$ cat src/sv/fdtm_ram.sv
// ----------------------------------------------------------------------------
// fdtm_ram
// Generic single-write, single-read RAM with registered read data.
// ----------------------------------------------------------------------------
`default_nettype none

module fdtm_ram #(
    parameter int WIDTH = 32,
    parameter int DEPTH = 16
) (
    input  wire logic                     aclk,
    input  wire logic                     we,
    input  wire logic [$clog2(DEPTH)-1:0] waddr,
    input  wire logic [WIDTH-1:0]         wdata,
    input  wire logic                     re,
    input  wire logic [$clog2(DEPTH)-1:0] raddr,
    output logic      [WIDTH-1:0]         rdata
);

    logic [WIDTH-1:0] mem_reg [DEPTH];
    logic [WIDTH-1:0] rdata_reg;

    always_ff @(posedge aclk) begin
        if (we) begin
            mem_reg[waddr] <= wdata;
        end
        if (re) begin
            rdata_reg <= mem_reg[raddr];
        end
    end

    assign rdata = rdata_reg;

endmodule

`default_nettype wire

$ cat config.mk
export PLATFORM = sky130hd
export DESIGN_NAME = fdtm_ram
export DESIGN_NICKNAME = d
export VERILOG_FILES = /design/src/sv/fdtm_ram.sv
export SDC_FILE = /design/constraint.sdc
export NUM_CORES = 1
export LEC_CHECK = 0
export ABC_AREA = 1
export BUFFER_PORTS_ARGS = -buffer_cell sky130_fd_sc_hd__buf_4
export CAP_MARGIN = 20
export CORE_MARGIN = 8
export CORE_UTILIZATION = 29
export CTS_BUF_LIST = sky130_fd_sc_hd__clkbuf_8
export DETAILED_ROUTE_END_ITERATION = 7
export PLACE_DENSITY = 0.52
export SYNTH_ARGS = -nofsm -noshare
export SYNTH_HDL_FRONTEND = slang
export SYNTH_SLANG_ARGS = --single-unit
$ cat constraint.sdc
create_clock -name aclk -period 6.4 [get_ports aclk]
set_clock_uncertainty 0.05 [all_clocks]
set_input_delay 1.28 -clock aclk [delete_from_list [all_inputs] [get_ports aclk]]
set_output_delay 1.28 -clock aclk [all_outputs]
set_load 0.02 [all_outputs]
==> impl_metrics.json <==
{
  "outcome": "complete, no violations",
  "initial_core_util_pct": 29.2,
  "clock-root-buffer": "clkbuf_8",
  "die_area_um2": 88800,
  "port_buffers": 74,
  "slew_violations": 0,
  "syn_avg_cell_area_um2": 10.9,
  "p_leak_nw": 11.0,
  "cts_buffers": 92,
  "async_flop_share_pct": 0,
  "ys_types": 14,
  "drt_first_iter_violations": 1193,
  "synth_cells": 2120,
  "dp.cells": 3166,
  "hold_path_class": "reg2reg",
  "yosysWarnings": 0,
  "grt_pass1_vias": 14700,
  "crit_top_cell": "nand3_1",
  "first_pass_iters": 5,
  "postCtsSetupRepairBufs": 0,
  "min_period_ps": 3230,
  "final_area_um2": 26200,
  "hold_viol": 0,
  "setup_tns_ps": 0,
  "cpMaxStageDelayCell": "inv_6",
  "insertion_delay_ps": 660,
  "hold_buffers": 0,
  "synth_edf_count": 544,
  "multi_input_area_um2": 4670,
  "clkTransAtPathRegs_ps": 60,
  "synth_area_um2": 23100,
  "pre_cts_slack_ps": 2480,
  "cp.required_ps": 6750,
  "switchingPower_mw": 1.74,
  "finalSetupViolCount": 0,
  "tritoncts": "done",
  "yosysSeqAreaShare_pct": 70.9,
  "drive_gt1_share_pct": 9.91,
  "drv_cap": 0,
  "slew_headroom_pct": 38.5,
  "top_level_ports": 75,
  "cp-end-kind": "flip-flop",
  "p_int_mw": 5.55,
  "clkPwrFrac_pct": 37.9,
  "synth_nets": 2163,
  "synth.top_cells.by_area": "edfxtp_1, nand2_1, nand3_1, inv_1, buf_6",
  "drcViolationCount": 0,
  "final_core_util_pct": 33.2,
  "synth.most_common_cell": "nand2_1",
  "std_cell_rows": 103,
  "die_x_um": 298,
  "pwr-share-seq_pct": 55.5,
  "h-tree-depth": 3,
  "grt_antenna_before_repair": 5,
  "grt_overflow_total": 0,
  "period_share_pct": 50.5,
  "power_mw": 7.28,
  "n_fill_cell": 7933,
  "grt_max_degree": 154,
  "fmax_mhz": 309,
  "path_cells": "clkbuf_8 > inv_6 > buf_4 > nand2_1 > nand3_1 > nand3_1 > nand3_1 > nand2_1",
  "clock-sinks": 544,
  "die_y_um": 298,
  "p_per_area_nw_per_um2": 278,
  "rsz0062_at_grt": "no",
  "place_area_um2": 24600,
  "cpPeakStageDelay_ps": 820,
  "avgRoutedWirePerCell_um": 18.3,
  "viasPerCell": 4.45,
  "power.share.switching_pct": 23.8,
  "seq_area_um2": 16300,
  "ys.flop_type": "edfxtp_1",
  "largest_register_ffs": 512,
  "hpwl_um": 29200,
  "postCtsResizedCells": 0,
  "cp.arrival_ps": 3580,
  "finalWirelength_um": 60900,
  "start_kind": "input port",
  "num_vias": 14800,
  "syn2layout_area_growth_pct": 13.6,
  "worst_slack_ps": 3170,
  "clockBufferDepth": 3,
  "nets": 2253,
  "cp_max_fo": 108,
  "grtUsageTotal_pct": 13.5,
  "peakVddDrop_mv": 0.121,
  "grt_pass1_wl_um": 91300,
  "pwr-share-comb_pct": 6.6,
  "post-synth-top-area-cell": "edfxtp_1",
  "holdWs_ps": 671,
  "core_area_um2": 78900,
  "gp_congestion": 0.750,
  "final_cells": 3334,
  "postRouteAntennaNets": 0,
  "synth.ff_latch_count": 544,
  "critPathKind": "in2reg",
  "yosys.area.top_type_share_pct": 70.9,
  "tightest_slew_ps": 922,
  "synth_commonest_cells": "nand2_1, edfxtp_1, inv_1"
}
[layout make-up]
| cell class | instances | area share [%] |
|---|---|---|
| antenna | 4 | 0.0382 |
| clock buffer | 94 | 4.94 |
| clock inverter | 70 | 1.18 |
| inverter | 390 | 5.62 |
| multi-input combinational | 1081 | 17.8 |
| sequential | 544 | 62.4 |
| tap | 1050 | 5.02 |
| timing repair buffer | 101 | 3.01 |
[layout by cell type (no fill, tap or decap), drive strengths merged]
cell | synthesis | routed
nand3 | 385 | 385
nand3b | 2 | 2
bufinv | 0 | 1
clkinv | 0 | 36
clkbuf | 14 | 95
nand2 | 677 | 677
edfxtp | 544 | 544
diode | 0 | 4
inv | 390 | 423
nor2 | 17 | 17
buf | 91 | 100
[cells by family (layout without fill, tap and decap cells)]
group / count (synthesis) / in the layout / share of synthesized area [%]
other: 0 / 4 / 0
DFF: 544 / 544 / 70.9
buffers and inverters: 495 / 655 / 9.41
and+or+nand+nor: 1081 / 1081 / 19.7
[routing by layer]
layer	global-route usage (%)	routed length (um)	vias up
met1	18.0	27100	7228
met5	0	13	-
li1	-	-	7066
met4	4.11	1360	2
met2	22.0	28600	436
met3	2.84	3840	98
[path summary, 6_finish.rpt]
path                                   to  slack [ps]  cells after the start       startpoint
worst max-delay path            rdata[30]        3170                      8         raddr[0]
worst min-delay path             rdata[9]         670                      6    mem_reg[6][9]
worst max register to register  rdata[13]        5190                      6  mem_reg[14][13]
worst min register to register   rdata[9]         670                      6    mem_reg[6][9]
[power groups by stage]
stage	logic, mW	clock network [mW]	registers (mW)
2_1_floorplan	0.272	0	4.13
3_3_place_gp	0.479	0	4.12
3_5_place_dp	0.486	0	4.12
4_1_cts	0.488	2.84	4.04
5_1_grt	0.534	2.99	4.05
6_report	0.479	2.76	4.04
[worst max-delay path: cells and delay by family]
family	cells	cell delay [ps]
and+or+nand+nor	5	520
buffers and inverters	3	1720
(Power assumes the default switching activity.)
