### src/sv/fdtm_pkg.sv
// ----------------------------------------------------------------------------
// fdtm_pkg
// Types and constants of the frame delimiter timing monitor.
// ----------------------------------------------------------------------------
`default_nettype none

package fdtm_pkg;

    typedef enum logic [2:0] {
        ST_IDLE,
        ST_CH_WB,
        ST_ACC_RD,
        ST_ACC_WB,
        ST_RD_WB,
        ST_CLR
    } state_t;

    typedef enum logic [1:0] {
        OP_EVENT = 2'd0,
        OP_READ  = 2'd1,
        OP_CLEAR = 2'd2,
        OP_NONE  = 2'd3
    } opcode_t;

    typedef enum logic [1:0] {
        CLS_DROP,
        CLS_EVENT,
        CLS_READ,
        CLS_CLEAR
    } cls_t;

    localparam logic KIND_SOF = 1'b0;
    localparam logic KIND_EOF = 1'b1;

    localparam logic [2:0] GRP_XFER   = 3'd0;
    localparam logic [2:0] GRP_PERIOD = 3'd1;
    localparam logic [2:0] GRP_INTER  = 3'd2;
    localparam logic [2:0] GRP_INTRA  = 3'd3;
    localparam logic [2:0] GRP_DIR    = 3'd4;

    localparam logic REG_MASK  = 1'b0;
    localparam logic REG_LIMIT = 1'b1;

    localparam logic [3:0]  MASK_RESET  = 4'h3;
    localparam logic [15:0] LIMIT_RESET = 16'd1024;
    localparam logic [31:0] ALL_ONES    = 32'hFFFF_FFFF;

    localparam int IN_USER_W  = 6;
    localparam int IN_DATA_W  = 40;
    localparam int OUT_DATA_W = 344;

    typedef struct packed {
        logic [63:0] sum;
        logic [31:0] max;
        logic [31:0] min;
        logic [31:0] count;
    } acc_t;

    localparam acc_t ACC_EMPTY = '{sum: 64'd0, max: 32'd0, min: ALL_ONES, count: 32'd0};

    typedef struct packed {
        logic [31:0] ends;
        logic [31:0] starts;
        logic [31:0] frames;
        logic [31:0] last_start;
        logic [31:0] open_start;
    } chan_t;

    typedef struct packed {
        logic pop;
        logic ch_wb;
        logic acc_rd;
        logic acc_wb;
        logic res_load;
        logic clr_wr;
        logic clr_start;
    } ctrl_t;

endpackage

`default_nettype wire

### src/sv/fdtm_ctrl.sv
// ----------------------------------------------------------------------------
// fdtm_ctrl
// Sequencer: dispatch, channel write-back, accumulator passes, read, clear.
// ----------------------------------------------------------------------------
`default_nettype none

module fdtm_ctrl (
    input  wire logic         aclk,
    input  wire logic         aresetn,
    input  wire logic         buf_valid,
    input  wire fdtm_pkg::cls_t cls,
    input  wire logic         ops_new,
    input  wire logic         ops_left,
    input  wire logic         out_free,
    input  wire logic         clr_last,
    output fdtm_pkg::ctrl_t   ctl
);

    fdtm_pkg::state_t state_reg;
    fdtm_pkg::state_t state_next;

    always_ff @(posedge aclk) begin
        if (!aresetn) begin
            state_reg <= fdtm_pkg::ST_CLR;
        end else begin
            state_reg <= state_next;
        end
    end

    always_comb begin
        state_next = state_reg;
        case (state_reg)
            fdtm_pkg::ST_IDLE: begin
                if (buf_valid) begin
                    case (cls)
                        fdtm_pkg::CLS_EVENT: state_next = fdtm_pkg::ST_CH_WB;
                        fdtm_pkg::CLS_READ:  state_next = fdtm_pkg::ST_RD_WB;
                        fdtm_pkg::CLS_CLEAR: state_next = fdtm_pkg::ST_CLR;
                        default:             state_next = fdtm_pkg::ST_IDLE;
                    endcase
                end
            end
            fdtm_pkg::ST_CH_WB:
                state_next = ops_new ? fdtm_pkg::ST_ACC_RD : fdtm_pkg::ST_IDLE;
            fdtm_pkg::ST_ACC_RD:
                state_next = fdtm_pkg::ST_ACC_WB;
            fdtm_pkg::ST_ACC_WB:
                state_next = ops_left ? fdtm_pkg::ST_ACC_RD : fdtm_pkg::ST_IDLE;
            fdtm_pkg::ST_RD_WB:
                state_next = out_free ? fdtm_pkg::ST_IDLE : fdtm_pkg::ST_RD_WB;
            fdtm_pkg::ST_CLR:
                state_next = clr_last ? fdtm_pkg::ST_IDLE : fdtm_pkg::ST_CLR;
            default:
                state_next = fdtm_pkg::ST_CLR;
        endcase
    end

    always_comb begin
        ctl           = '0;
        ctl.pop       = (state_reg == fdtm_pkg::ST_IDLE) && buf_valid;
        ctl.clr_start = ctl.pop && (cls == fdtm_pkg::CLS_CLEAR);
        ctl.ch_wb     = (state_reg == fdtm_pkg::ST_CH_WB);
        ctl.acc_rd    = (state_reg == fdtm_pkg::ST_ACC_RD);
        ctl.acc_wb    = (state_reg == fdtm_pkg::ST_ACC_WB);
        ctl.res_load  = (state_reg == fdtm_pkg::ST_RD_WB) && out_free;
        ctl.clr_wr    = (state_reg == fdtm_pkg::ST_CLR);
    end

endmodule

`default_nettype wire

### config.mk
export PLATFORM = sky130hd
export DESIGN_NAME = fdtm_ctrl
export DESIGN_NICKNAME = d
export VERILOG_FILES = /design/src/sv/fdtm_pkg.sv /design/src/sv/fdtm_ctrl.sv
export SDC_FILE = /design/constraint.sdc
export NUM_CORES = 1
export LEC_CHECK = 0
export BUFFER_PORTS_ARGS = -buffer_cell sky130_fd_sc_hd__buf_2
export CAP_MARGIN = 20
export CORE_AREA = 2 2 39 41
export CTS_CLUSTER_SIZE = 14
export DETAILED_ROUTE_END_ITERATION = 16
export DIE_AREA = 0 0 41 43
export MAX_ROUTING_LAYER = met4
export PLACE_DENSITY_LB_ADDON = 0.25
export SYNTH_ARGS = -nofsm -noshare
export SYNTH_HDL_FRONTEND = slang
export SYNTH_SLANG_ARGS = --single-unit
### constraint.sdc
create_clock -name aclk -period 1.4 [get_ports aclk]
set_clock_uncertainty 0.1 [all_clocks]
set_input_delay 0 -clock aclk [delete_from_list [all_inputs] [get_ports aclk]]
set_output_delay 0 -clock aclk [all_outputs]
set_load 0.02 [all_outputs]
==> results.sh <==
export IMPL_rsz0062_at_grt="false"
export IMPL_place_congestion=0.6621
export IMPL_clock_latency_ns=0.23
export IMPL_grt_max_degree=12
export IMPL_synth_edff_count=0
export IMPL_grt_use_met3_pct=4.712
export IMPL_max_slew_margin_pct=83.04
export IMPL_dieArea_um2=1763
export IMPL_synth_top_cells_by_count="dfxtp_1, nor3b_1"
export IMPL_critical_path_class="reg2out"
export IMPL_setup_violations=0
export IMPL_die_y_um=43
export IMPL_synth_top_area_share_pct=27.43
export IMPL_reg2reg_to="state_reg[2]$_SDFFE_PN1P_"
export IMPL_antenna_left=0
export IMPL_synth_ff_type="dfxtp_1"
export IMPL_crit_required_ns=1.30
export IMPL_cp_max_fo=11
export IMPL_avgSynthCellArea_um2=7.820
export IMPL_fin_util_pct=27.94
export IMPL_ys_seq_elements=3
export IMPL_wl_per_cell_um=9.424
export IMPL_portBuffers=15
export IMPL_syn_inst=28
export IMPL_drive_above_1_share_pct=48.00
export IMPL_max_cap_violations=0
export IMPL_power_w=0.0003681
export IMPL_critPathMaxStageDelay_ns=0.38
export IMPL_fp_row_count=14
export IMPL_crit_buf_inv=1
export IMPL_grt_pass1_vias=254
export IMPL_hold_end="state_reg[2]$_SDFFE_PN1P_"
export IMPL_syn2layout_area_growth_pct=76.57
export IMPL_synth_seq_area_share_pct=27.43
export IMPL_hold_viol=0
export IMPL_status="complete, no violations"
export IMPL_reg2reg_slack_ns=0.30
export IMPL_synth_area_um2=219.0
export IMPL_hold_depth=4
export IMPL_fin_ws_ns=0.09185
export IMPL_slew_viol_final=0
export IMPL_vias=276
export IMPL_antenna_found_initial=0
export IMPL_cp_top_family="simple AND/OR/NAND/NOR gates"
export IMPL_tightest_slew_ns=0.2520
export IMPL_post_place_ws_ns=0.2042
export IMPL_fillCellCount=158
export IMPL_numClockSinks=3
export IMPL_synthesis_nets=37
export IMPL_grtUsageTotal_pct=9.548
export IMPL_numCtsBuffers=3
export IMPL_vdd_drop_max_uv=353.7
export IMPL_largest_reg_flops=3
export IMPL_dr_pass1_iters=2
export IMPL_timing_final_crit_share_pct=93.44
export IMPL_post_cts_setup_buffers=0
export IMPL_drt_iter0_drc=5
export IMPL_crit_chain="nor2_4 > and3_4 > and3_1 > buf_2"
export IMPL_yosys_warnings=0
export IMPL_antenna_cells=0
export IMPL_p_per_area_nw_per_um2=952.1
export IMPL_initial_core_util_pct=15.82
export IMPL_ctsRootBufferMaster="clkbuf_4"
export IMPL_min_path_type="in2reg"
export IMPL_synthArstFlopShare_pct=0
export IMPL_coreArea_um2=1384
export IMPL_synthTopCellsByArea="dfxtp_1, nor3b_1, buf_4, and3_4, a21oi_1"
export IMPL_grt_util_met1_pct=9.265
export IMPL_p_leak_nw=0.1788
export IMPL_yosysUniqueCellTypes=20
export IMPL_cts_clk_slew_worst_paths_ns=0.04
export IMPL_final_min_clock_period_ns=1.308
export IMPL_tns_ns=0
export IMPL_grt_busiest_layer="met2"
export IMPL_clockBufferDepth=2
export IMPL_nets=60
export IMPL_clock_fmax_mhz=764.4
export IMPL_ios=16
export IMPL_cts_tree="done"
export IMPL_yosys_area_top_type="dfxtp_1"
export IMPL_grt_overflow_total=0
export IMPL_slowest_stage="dfxtp_4"
export IMPL_reg2reg_from="state_reg[2]$_SDFFE_PN1P_"
export IMPL_grt_use_met2_pct=12.50
export IMPL_grt_pass1_wl_um=986
export IMPL_critPathArrivalTime_ns=1.21
export IMPL_via_per_inst=4.182
export IMPL_r2r_cells=4
export IMPL_routed_wl_um=622
export IMPL_worstSetupStartpointType="register"
export IMPL_cts_htree_levels=1
export IMPL_min_from="cls[1]"
export IMPL_endpoint_kind="primary output"
export IMPL_drc=0
export IMPL_chipWidth_um=41
==> metrics by stage <==
step           area, um2  hold WS (ns)  std cells
2_1_floorplan      219.0      -0.02817         28
3_3_place_gp       299.0        0.1105         57
3_5_place_dp       299.0        0.1045         57
4_1_cts            379.1        0.1033         66
5_1_grt            386.6        0.1379         66
6_report           386.6        0.1194         66
==> metal layers <==
layer | routed length [um] | up-vias
met5 | 0 | -
met4 | 0 | 0
met3 | 40 | 0
met2 | 277 | 10
met1 | 304 | 120
li1 | - | 146
==> final cells by class <==
cell class                      instances  area (um2)  area share (%)
Sequential cell                         3       66.31           17.15
Inverter                                1       3.754          0.9709
Timing Repair Buffer                   20       125.1           32.36
Multi-Input combinational cell         22       145.1           37.54
Clock buffer                            4       26.28           6.796
Tap cell                               16       20.02           5.178
==> tightest hold or removal path: cells and delay by family <==
family          cells  cell delay, ns
compound gates      3            0.33
buf+inv             1            0.09
==> timing repair <==
action / in CTS / in global routing
hold buffers: 5 / 0
resized for setup: 3 / 3
endpoints found under the hold margin: 3 / 0
setup endpoints to repair: 1 / 1
pin swaps: 0 / 0
==> how the worst max path moves through the flow <==
| stage | to | cells after the start | slack, ns | start |
|---|---|---|---|---|
| floorplan | ctl[2] | 2 | 0.12 | state_reg[1]$_SDFFE_PN0P_ |
| global placement | ctl[0] | 4 | 0.20 | state_reg[1]$_SDFFE_PN0P_ |
| detailed placement | ctl[0] | 4 | 0.20 | state_reg[1]$_SDFFE_PN0P_ |
| CTS | ctl[0] | 4 | 0.06 | state_reg[1]$_SDFFE_PN0P_ |
| global route | ctl[0] | 4 | 0.009 | state_reg[1]$_SDFFE_PN0P_ |
| finish | ctl[0] | 4 | 0.09 | state_reg[1]$_SDFFE_PN0P_ |
==> layout by cell type, fill, tap and decap left out, types with 2 or more instances in the layout <==
cell	netlist	final
clkbuf_4	0	3
nor3b_1	3	3
buf_2	0	15
dlygate4sd3_1	0	5
o21ai_1	2	2
nand2_1	2	2
a21oi_1	2	2
dfxtp_2	0	2
==> report_power, final <==
group	switching (W)	internal [W]	total, W	leakage [nW]
sequential	0.0000233	0.0000954	0.000119	0.0254
clock	0.0000458	0.000107	0.000153	0.0150
combinational	0.0000448	0.0000518	0.0000967	0.138
total	0.000114	0.000254	0.000368	0.179
==> kinds of logic (layout without fill, tap and decap cells) <==
group	Yosys count	in the layout	synth area share, %
compound gates	6	6	15.43
buf+inv	3	25	8.568
flops	3	3	27.43
simple gates	16	16	48.58
Power figures use the tool's default switching activity.
