### config.mk
export PLATFORM = sky130hd
export DESIGN_NAME = fdtm_acc_alu
export DESIGN_NICKNAME = d
export VERILOG_FILES = /design/src/sv/fdtm_pkg.sv /design/src/sv/fdtm_acc_alu.sv
export SDC_FILE = /design/constraint.sdc
export NUM_CORES = 1
export LEC_CHECK = 0
export BUFFER_PORTS_ARGS = -buffer_cell sky130_fd_sc_hd__buf_2
export CORE_AREA = 2 2 137 139
export DETAILED_ROUTE_END_ITERATION = 8
export DIE_AREA = 0 0 139 141
export SLEW_MARGIN = 20
export SYNTH_ARGS = -nofsm -noshare
export SYNTH_HDL_FRONTEND = slang
export SYNTH_SLANG_ARGS = --single-unit
### constraint.sdc
create_clock -name vclk -period 6.2
set_input_delay 1.24 -clock vclk [all_inputs]
set_output_delay 1.24 -clock vclk [all_outputs]
set_load 0.005 [all_outputs]
### src/sv/fdtm_pkg.sv
// ----------------------------------------------------------------------------
// fdtm_pkg
// Types and constants of the frame delimiter timing monitor.
// ----------------------------------------------------------------------------
`default_nettype none

package fdtm_pkg;

    typedef enum logic [2:0] {
        ST_IDLE,
        ST_CH_WB,
        ST_ACC_RD,
        ST_ACC_WB,
        ST_RD_WB,
        ST_CLR
    } state_t;

    typedef enum logic [1:0] {
        OP_EVENT = 2'd0,
        OP_READ  = 2'd1,
        OP_CLEAR = 2'd2,
        OP_NONE  = 2'd3
    } opcode_t;

    typedef enum logic [1:0] {
        CLS_DROP,
        CLS_EVENT,
        CLS_READ,
        CLS_CLEAR
    } cls_t;

    localparam logic KIND_SOF = 1'b0;
    localparam logic KIND_EOF = 1'b1;

    localparam logic [2:0] GRP_XFER   = 3'd0;
    localparam logic [2:0] GRP_PERIOD = 3'd1;
    localparam logic [2:0] GRP_INTER  = 3'd2;
    localparam logic [2:0] GRP_INTRA  = 3'd3;
    localparam logic [2:0] GRP_DIR    = 3'd4;

    localparam logic REG_MASK  = 1'b0;
    localparam logic REG_LIMIT = 1'b1;

    localparam logic [3:0]  MASK_RESET  = 4'h3;
    localparam logic [15:0] LIMIT_RESET = 16'd1024;
    localparam logic [31:0] ALL_ONES    = 32'hFFFF_FFFF;

    localparam int IN_USER_W  = 6;
    localparam int IN_DATA_W  = 40;
    localparam int OUT_DATA_W = 344;

    typedef struct packed {
        logic [63:0] sum;
        logic [31:0] max;
        logic [31:0] min;
        logic [31:0] count;
    } acc_t;

    localparam acc_t ACC_EMPTY = '{sum: 64'd0, max: 32'd0, min: ALL_ONES, count: 32'd0};

    typedef struct packed {
        logic [31:0] ends;
        logic [31:0] starts;
        logic [31:0] frames;
        logic [31:0] last_start;
        logic [31:0] open_start;
    } chan_t;

    typedef struct packed {
        logic pop;
        logic ch_wb;
        logic acc_rd;
        logic acc_wb;
        logic res_load;
        logic clr_wr;
        logic clr_start;
    } ctrl_t;

endpackage

`default_nettype wire

### src/sv/fdtm_acc_alu.sv
// ----------------------------------------------------------------------------
// fdtm_acc_alu
// Folds one time sample into a count/min/max/sum accumulator record.
// ----------------------------------------------------------------------------
`default_nettype none

module fdtm_acc_alu (
    input  wire fdtm_pkg::acc_t cur,
    input  wire logic [31:0]    sample,
    output fdtm_pkg::acc_t      upd
);

    always_comb begin
        upd.count = cur.count + 32'd1;
        upd.min   = (sample < cur.min) ? sample : cur.min;
        upd.max   = (sample > cur.max) ? sample : cur.max;
        upd.sum   = cur.sum + {32'd0, sample};
    end

endmodule

`default_nettype wire

==> impl_metrics.json, run 1 <==
{
  "fin_tns_setup_ns": 0,
  "seqPwrFrac_pct": 0,
  "fill_cells": 1954,
  "design.final.nets": 1341,
  "crit_type": "input port to output port",
  "grt_start_max_net_pins": 33,
  "multi_input_comb_area_sq_mm": 0.00495,
  "number_of_distinct_library_cells_after_synthesis": 59,
  "placed_cell_area_sq_mm": 0.00733,
  "die_area_sq_mm": 0.0196,
  "first_global_vias": 6394,
  "syn_nets": 999,
  "design.core.area_sq_mm": 0.0183,
  "antenna_violating_nets_post_route": 0,
  "first_pass_iters": 5,
  "met2WireLength_mm": 11.2,
  "die_h_um": 141,
  "synthesized_cell_area_sq_mm": 0.00535,
  "worst_ep_required_time_ns": 4.96,
  "highest_routed_metal_layer": "met5",
  "yosys.cell_count.top_type": "sky130_fd_sc_hd__ha_1",
  "maxCapViolations": 0,
  "static-leakage-power_nw": 3.99,
  "initial_antenna_violation_count": 8,
  "run_status": "complete, no violations",
  "share_of_final_layout_standard_cells_stronger_than_drive_strength_1_pct": 40.9,
  "worst_slew_pin_slew_ns": 0.721,
  "clkbuf_count": 0,
  "cts_setup_buffers": 0,
  "min_path_type": "input port to output port",
  "place_congestion": 0.892,
  "cp_max_fo": 17,
  "floorplan.die.width_um": 139,
  "timing.final.crit_period_ns": 5.29,
  "grt_first_pass_wirelength_mm": 33.7,
  "dp_slack_ns": 0.879,
  "fmax_ghz": 0.189,
  "routed-wl-met3_mm": 1.84,
  "register_cell_area_after_layout_sq_um": 0,
  "synthCells": 710,
  "final-setup-viol-count": 0,
  "power.internal_w": 0.000313,
  "vias_per_cell": 5.02,
  "comb_power_share_pct": 100.0,
  "p_clk_share_pct": 0,
  "io_pins": 352,
  "ys_top_cells_by_area": "sky130_fd_sc_hd__ha_1, sky130_fd_sc_hd__mux2_2, sky130_fd_sc_hd__xnor2_1",
  "numPlacedInstances": 1284,
  "n_sequential_cell": 0,
  "finalWirelength_mm": 22.1,
  "synthToLayoutAreaGrowth_pct": 37.3,
  "final-hold-violation-count": 0,
  "route.detailed.drc": 0,
  "fin_util_pct": 40.2,
  "layout.cells.non_filler": 1289,
  "detail_route.wirelength.met1_mm": 8.70,
  "final.period_utilization_pct": 85.3,
  "hold_buffers": 0,
  "post_cts_resized": 0,
  "grt_overflow": 0,
  "timing.slew.headroom_pct": 51.8,
  "cp_data_arrival_time_ns": 4.05,
  "vias": 6470,
  "power.net_switching_w": 0.000341,
  "effective_utilization_at_floorplan_pct": 29.3,
  "netlist_top_cells_count": "sky130_fd_sc_hd__ha_1, sky130_fd_sc_hd__inv_1, sky130_fd_sc_hd__xnor2_1",
  "grt.total_usage_pct": 21.2,
  "place.port_buffers": 352,
  "netSwitchingFraction_pct": 52.1,
  "detail_route.wl_per_cell_um": 17.1,
  "report.final.slew_viol_count": 0,
  "worst_setup_path_end_kind": "output port",
  "yosysTopAreaCellShare_pct": 22.5,
  "finalWorstSetupSlack_ns": 0.912,
  "final_area_sq_mm": 0.00734,
  "core.rowCount": 50,
  "yosysWarningCount": 0,
  "dp.final_hpwl_mm": 19.7,
  "grt_setup_unrepaired": "no",
  "detail_route.iter0.violations": 199,
  "synth-seq-area-share_pct": 0,
  "syn_avg_cell_area_sq_um": 7.53,
  "power_per_cell_area_mw_per_mm2": 89.0,
  "worst_ir_drop_vdd_v": 0.0000471,
  "crit_path_start_kind": "input port",
  "synth_area_leader_cell": "sky130_fd_sc_hd__ha_1"
}
-- cells in the final DEF, fill, tap and decap left out, types with 10 or more instances in the layout --
cell | synthesis | routed
sky130_fd_sc_hd__nand4_1 | 30 | 30
sky130_fd_sc_hd__a21oi_1 | 45 | 45
sky130_fd_sc_hd__nor3_1 | 10 | 10
sky130_fd_sc_hd__nor2_1 | 38 | 38
sky130_fd_sc_hd__mux2_2 | 53 | 53
sky130_fd_sc_hd__xnor2_1 | 54 | 54
sky130_fd_sc_hd__a21o_1 | 40 | 40
sky130_fd_sc_hd__nand2_1 | 50 | 50
sky130_fd_sc_hd__and3_1 | 17 | 17
sky130_fd_sc_hd__o21ai_0 | 27 | 27
sky130_fd_sc_hd__nand3_1 | 18 | 18
sky130_fd_sc_hd__ha_1 | 96 | 96
sky130_fd_sc_hd__xor2_1 | 36 | 36
sky130_fd_sc_hd__mux2_1 | 11 | 11
sky130_fd_sc_hd__buf_2 | 1 | 352
sky130_fd_sc_hd__inv_1 | 76 | 76
-- power groups by stage --
stage / Combinational, W / Sequential [W] / Clock (W)
after global routing: 0.000726 / 0 / 0.0000000000216
after detailed placement: 0.000657 / 0 / 0
after CTS: 0.000661 / 0 / 0
final: 0.000654 / 0 / 0.000000000108
after global placement: 0.000653 / 0 / 0
after floorplan: 0.000369 / 0 / 0
-- through the flow --
stage,hold slack [ns],total power (W)
after floorplan,2.51,0.000369
after global placement,2.74,0.000653
after detailed placement,2.74,0.000657
after CTS,2.74,0.000661
after global routing,2.75,0.000726
final,2.74,0.000654
-- cell families (layout without fill, tap and decap cells) --
group                      count (synthesis)  in the layout  share of synthesized area [%]
AOI/OAI and AO/OA                        171            171                           22.5
xor gates and xnor gates                  90             90                           14.7
adders and majority gates                 97             97                           22.8
buffers and inverters                     92            432                           7.47
muxes                                     64             64                           13.5
other                                      0              5                              0
and+or+nand+nor                          196            196                           19.0
-- critical path, cell delays in order --
cell                       delay [ns]
sky130_fd_sc_hd__buf_2           0.15
sky130_fd_sc_hd__ha_1            0.30
sky130_fd_sc_hd__a21o_1          0.16
sky130_fd_sc_hd__a21o_1          0.16
sky130_fd_sc_hd__a21oi_1         0.27
sky130_fd_sc_hd__nand2b_1        0.12
sky130_fd_sc_hd__a211o_1         0.31
sky130_fd_sc_hd__a21oi_4         0.60
sky130_fd_sc_hd__buf_12          0.24
sky130_fd_sc_hd__mux2_1          0.33
sky130_fd_sc_hd__buf_2           0.14
-- layout make-up --
class / instances / area share [%]
Inverter: 76 / 3.89
Tap cell: 234 / 3.99
Antenna cell: 5 / 0.170
Timing Repair Buffer: 356 / 24.6
Multi-Input combinational cell: 618 / 67.4
-- worst paths after layout --
check                 endpoint  slack [ns]  startpoint  depth (start not counted)
worst max-delay path   upd[61]        0.91   sample[9]                         11
worst min-delay path   upd[31]        2.74     cur[31]                          3
-- routing by layer --
metal  up-vias  global-route usage, %
met4         8                   2.34
met5         -                      0
li1       3274                      -
met3        22                   5.71
met2       265                   40.8
met1      2901                   24.0
(Power assumes the default switching activity.)
==> run 2, diff against run 1 <==
Settings changed: ABC_AREA set to 1, CORE_AREA 2 2 137 139 to 2 2 136 138, DIE_AREA 0 0 139 141 to 0 0 138 140, PLACE_DENSITY set to 0.72.
==> run 2 against run 1 <==
Routed wire length grew 41%. Cell area rose by 26%. Synthesized area rose by 37%. Sequential share of layout area stayed put. Global-route usage grew 8.8 points. Worst hold slack hardly changed. Die area is 1.4% lower. Synthesized cell count grew 110%. Flip-flop and latch count unchanged. Non-clock buffer count down 1. Largest cell class unchanged.
==> impl_metrics.json, run 2 <==
{
  "cell_by_cell_listing_of_the_critical_path": "buf_2 -> ha_1 -> nand2_1 -> nor2_1 -> nand2_1 -> nor3_2 -> nand2_1 -> nand2_2 -> nand2_2 -> nand2_1 -> nand2_1 -> buf_2",
  "synthesized_cell_area_sq_mm": 0.00732,
  "report.final.slew_viol_count": 0,
  "route.detailed.drc": 0,
  "min_path_type": "input port to output port",
  "ys_top_cells_by_area": "sky130_fd_sc_hd__nand2_1, sky130_fd_sc_hd__ha_1, sky130_fd_sc_hd__inv_1",
  "effective_utilization_at_floorplan_pct": 41.2,
  "maxCapViolations": 0,
  "fmax_ghz": 0.197,
  "first_pass_iters": 5,
  "grt_start_max_net_pins": 34,
  "largest_delay_share_family_worst_path": "simple AND/OR/NAND/NOR gates",
  "synthToLayoutAreaGrowth_pct": 26.8,
  "worst_slew_pin_slew_ns": 0.696,
  "grt.total_usage_pct": 30.0,
  "hold-worst-slack_ns": 2.74,
  "synth_area_leader_cell": "sky130_fd_sc_hd__nand2_1",
  "yosys.cell_count.top_type": "sky130_fd_sc_hd__nand2_1",
  "synthCells": 1486,
  "multi_input_comb_area_sq_mm": 0.00613,
  "number_of_distinct_library_cells_after_synthesis": 35,
  "place_congestion": 0.987,
  "detail_route.wl_per_cell_um": 15.1,
  "design.final.nets": 2114,
  "share_of_final_layout_standard_cells_stronger_than_drive_strength_1_pct": 21.1,
  "met2WireLength_mm": 14.2,
  "routed-wl-met3_mm": 1.87,
  "finalWirelength_mm": 31.1,
  "dp.final_hpwl_mm": 27.6,
  "worst_setup_path_end_kind": "output port",
  "final.period_utilization_pct": 81.9,
  "fin_tns_setup_ns": 0,
  "post_cts_resized": 0,
  "final_common_cell": "sky130_fd_sc_hd__nand2_1",
  "core.rowCount": 49,
  "netlist_top_cells_count": "sky130_fd_sc_hd__nand2_1, sky130_fd_sc_hd__inv_1, sky130_fd_sc_hd__nand3_1",
  "static-leakage-power_nw": 6.24,
  "grt_overflow": 0,
  "final-setup-viol-count": 0,
  "register_cell_area_after_layout_sq_um": 0,
  "place.port_buffers": 352,
  "report.power.total_w": 0.000769,
  "timing.final.crit_period_ns": 5.08,
  "crit_type": "input port to output port",
  "grt_setup_unrepaired": "no",
  "cp_data_arrival_time_ns": 3.84,
  "syn_nets": 1775,
  "critical-path-max-stage-delay_ns": 0.60,
  "vias_per_cell": 5.00,
  "detail_route.wirelength.met1_mm": 13.9,
  "run_status": "complete, no violations",
  "die_area_sq_mm": 0.0193,
  "cp_slowest_cell": "sky130_fd_sc_hd__nand2_2",
  "die_h_um": 140,
  "initial_antenna_violation_count": 4,
  "cp_max_fo": 33,
  "n_sequential_cell": 0,
  "antenna_violating_nets_post_route": 0,
  "timing.slew.headroom_pct": 53.4,
  "synth-seq-area-share_pct": 0,
  "worst_ir_drop_vdd_v": 0.0000402,
  "worst-path-buf-inv": 2,
  "numPlacedInstances": 2052,
  "fill_cells": 2041,
  "detail_route.iter0.violations": 638,
  "yosysWarningCount": 0,
  "final-hold-violation-count": 0,
  "syn_avg_cell_area_sq_um": 4.93,
  "final_area_sq_mm": 0.00929,
  "worst_ep_required_time_ns": 4.96,
  "grt_first_pass_wirelength_mm": 47.8,
  "power_per_cell_area_mw_per_mm2": 82.8,
  "io_pins": 352,
  "placed_cell_area_sq_mm": 0.00928,
  "highest_routed_metal_layer": "met5",
  "hold_buffers": 0,
  "critical_path.most_common_cell": "sky130_fd_sc_hd__nand2_1",
  "mostFrequentLayoutCells": "sky130_fd_sc_hd__nand2_1, sky130_fd_sc_hd__buf_2, sky130_fd_sc_hd__inv_1",
  "crit_path_start_kind": "input port",
  "vias": 10300,
  "first_global_vias": 9345,
  "clkbuf_count": 0,
  "cts_setup_buffers": 0,
  "layout.cells.non_filler": 2055,
  "yosysTopAreaCellShare_pct": 31.3,
  "design.core.area_sq_mm": 0.0178,
  "floorplan.die.width_um": 138
}
==> run 2: changes by cell type in the layout (fill, tap and decap cells not counted), moves of 38 or more <==
cell / previous run / this run
sky130_fd_sc_hd__nand2_1: 50 / 611
sky130_fd_sc_hd__nand3_1: 18 / 142
sky130_fd_sc_hd__xnor2_1: 54 / 11
sky130_fd_sc_hd__mux2_2: 53 / 0
sky130_fd_sc_hd__a21o_1: 40 / 2
sky130_fd_sc_hd__inv_1: 76 / 284
sky130_fd_sc_hd__nor2_1: 38 / 124
==> run 2: path summary, 6_finish.rpt <==
check                 startpoint      end  slack (ns)  cells past startpoint
worst max-delay path  sample[23]  upd[94]        1.12                     12
worst min-delay path     cur[31]  upd[31]        2.74                      3
==> run 2: stage by stage <==
stage               setup slack (ns)  utilization, %
finish                          1.12            52.2
global route                   0.843            52.2
CTS                             1.13            52.2
detailed placement              1.13            52.2
global placement                1.12            52.2
floorplan                       2.25               -
==> run 2: power breakdown <==
part | internal, W | switching [W]
Combinational | 0.000297 | 0.000472
Sequential | 0 | 0
Clock | 0.0000000000649 | 0
Total | 0.000297 | 0.000472
==> run 2: layer usage <==
metal / up-vias / GRT usage (%)
met5: - / 0
met4: 2 / 9.67
met3: 60 / 2.43
met2: 402 / 51.3
met1: 4537 / 40.0
li1: 5266 / -
==> run 2: layout make-up <==
cell class                 instances  area share (%)
inverter                         286            11.6
tap                              229            3.09
multi-input combinational       1182            66.1
antenna                            3          0.0808
timing repair buffer             355            19.2
==> run 2: tightest hold or removal path, cell delays in order <==
cell and delay (ns):
sky130_fd_sc_hd__buf_2 0.08, sky130_fd_sc_hd__xnor2_1 0.06, sky130_fd_sc_hd__buf_2 0.12
==> run 2: kinds of logic (layout without fill, tap and decap cells) <==
logic type	Yosys count	after routing	synth area share, %
fa+ha+maj	97	97	16.7
other cells	0	3	0
compound gates	68	68	5.13
simple gates	957	957	54.8
xor+xnor	60	60	7.18
buf+inv	304	641	16.2
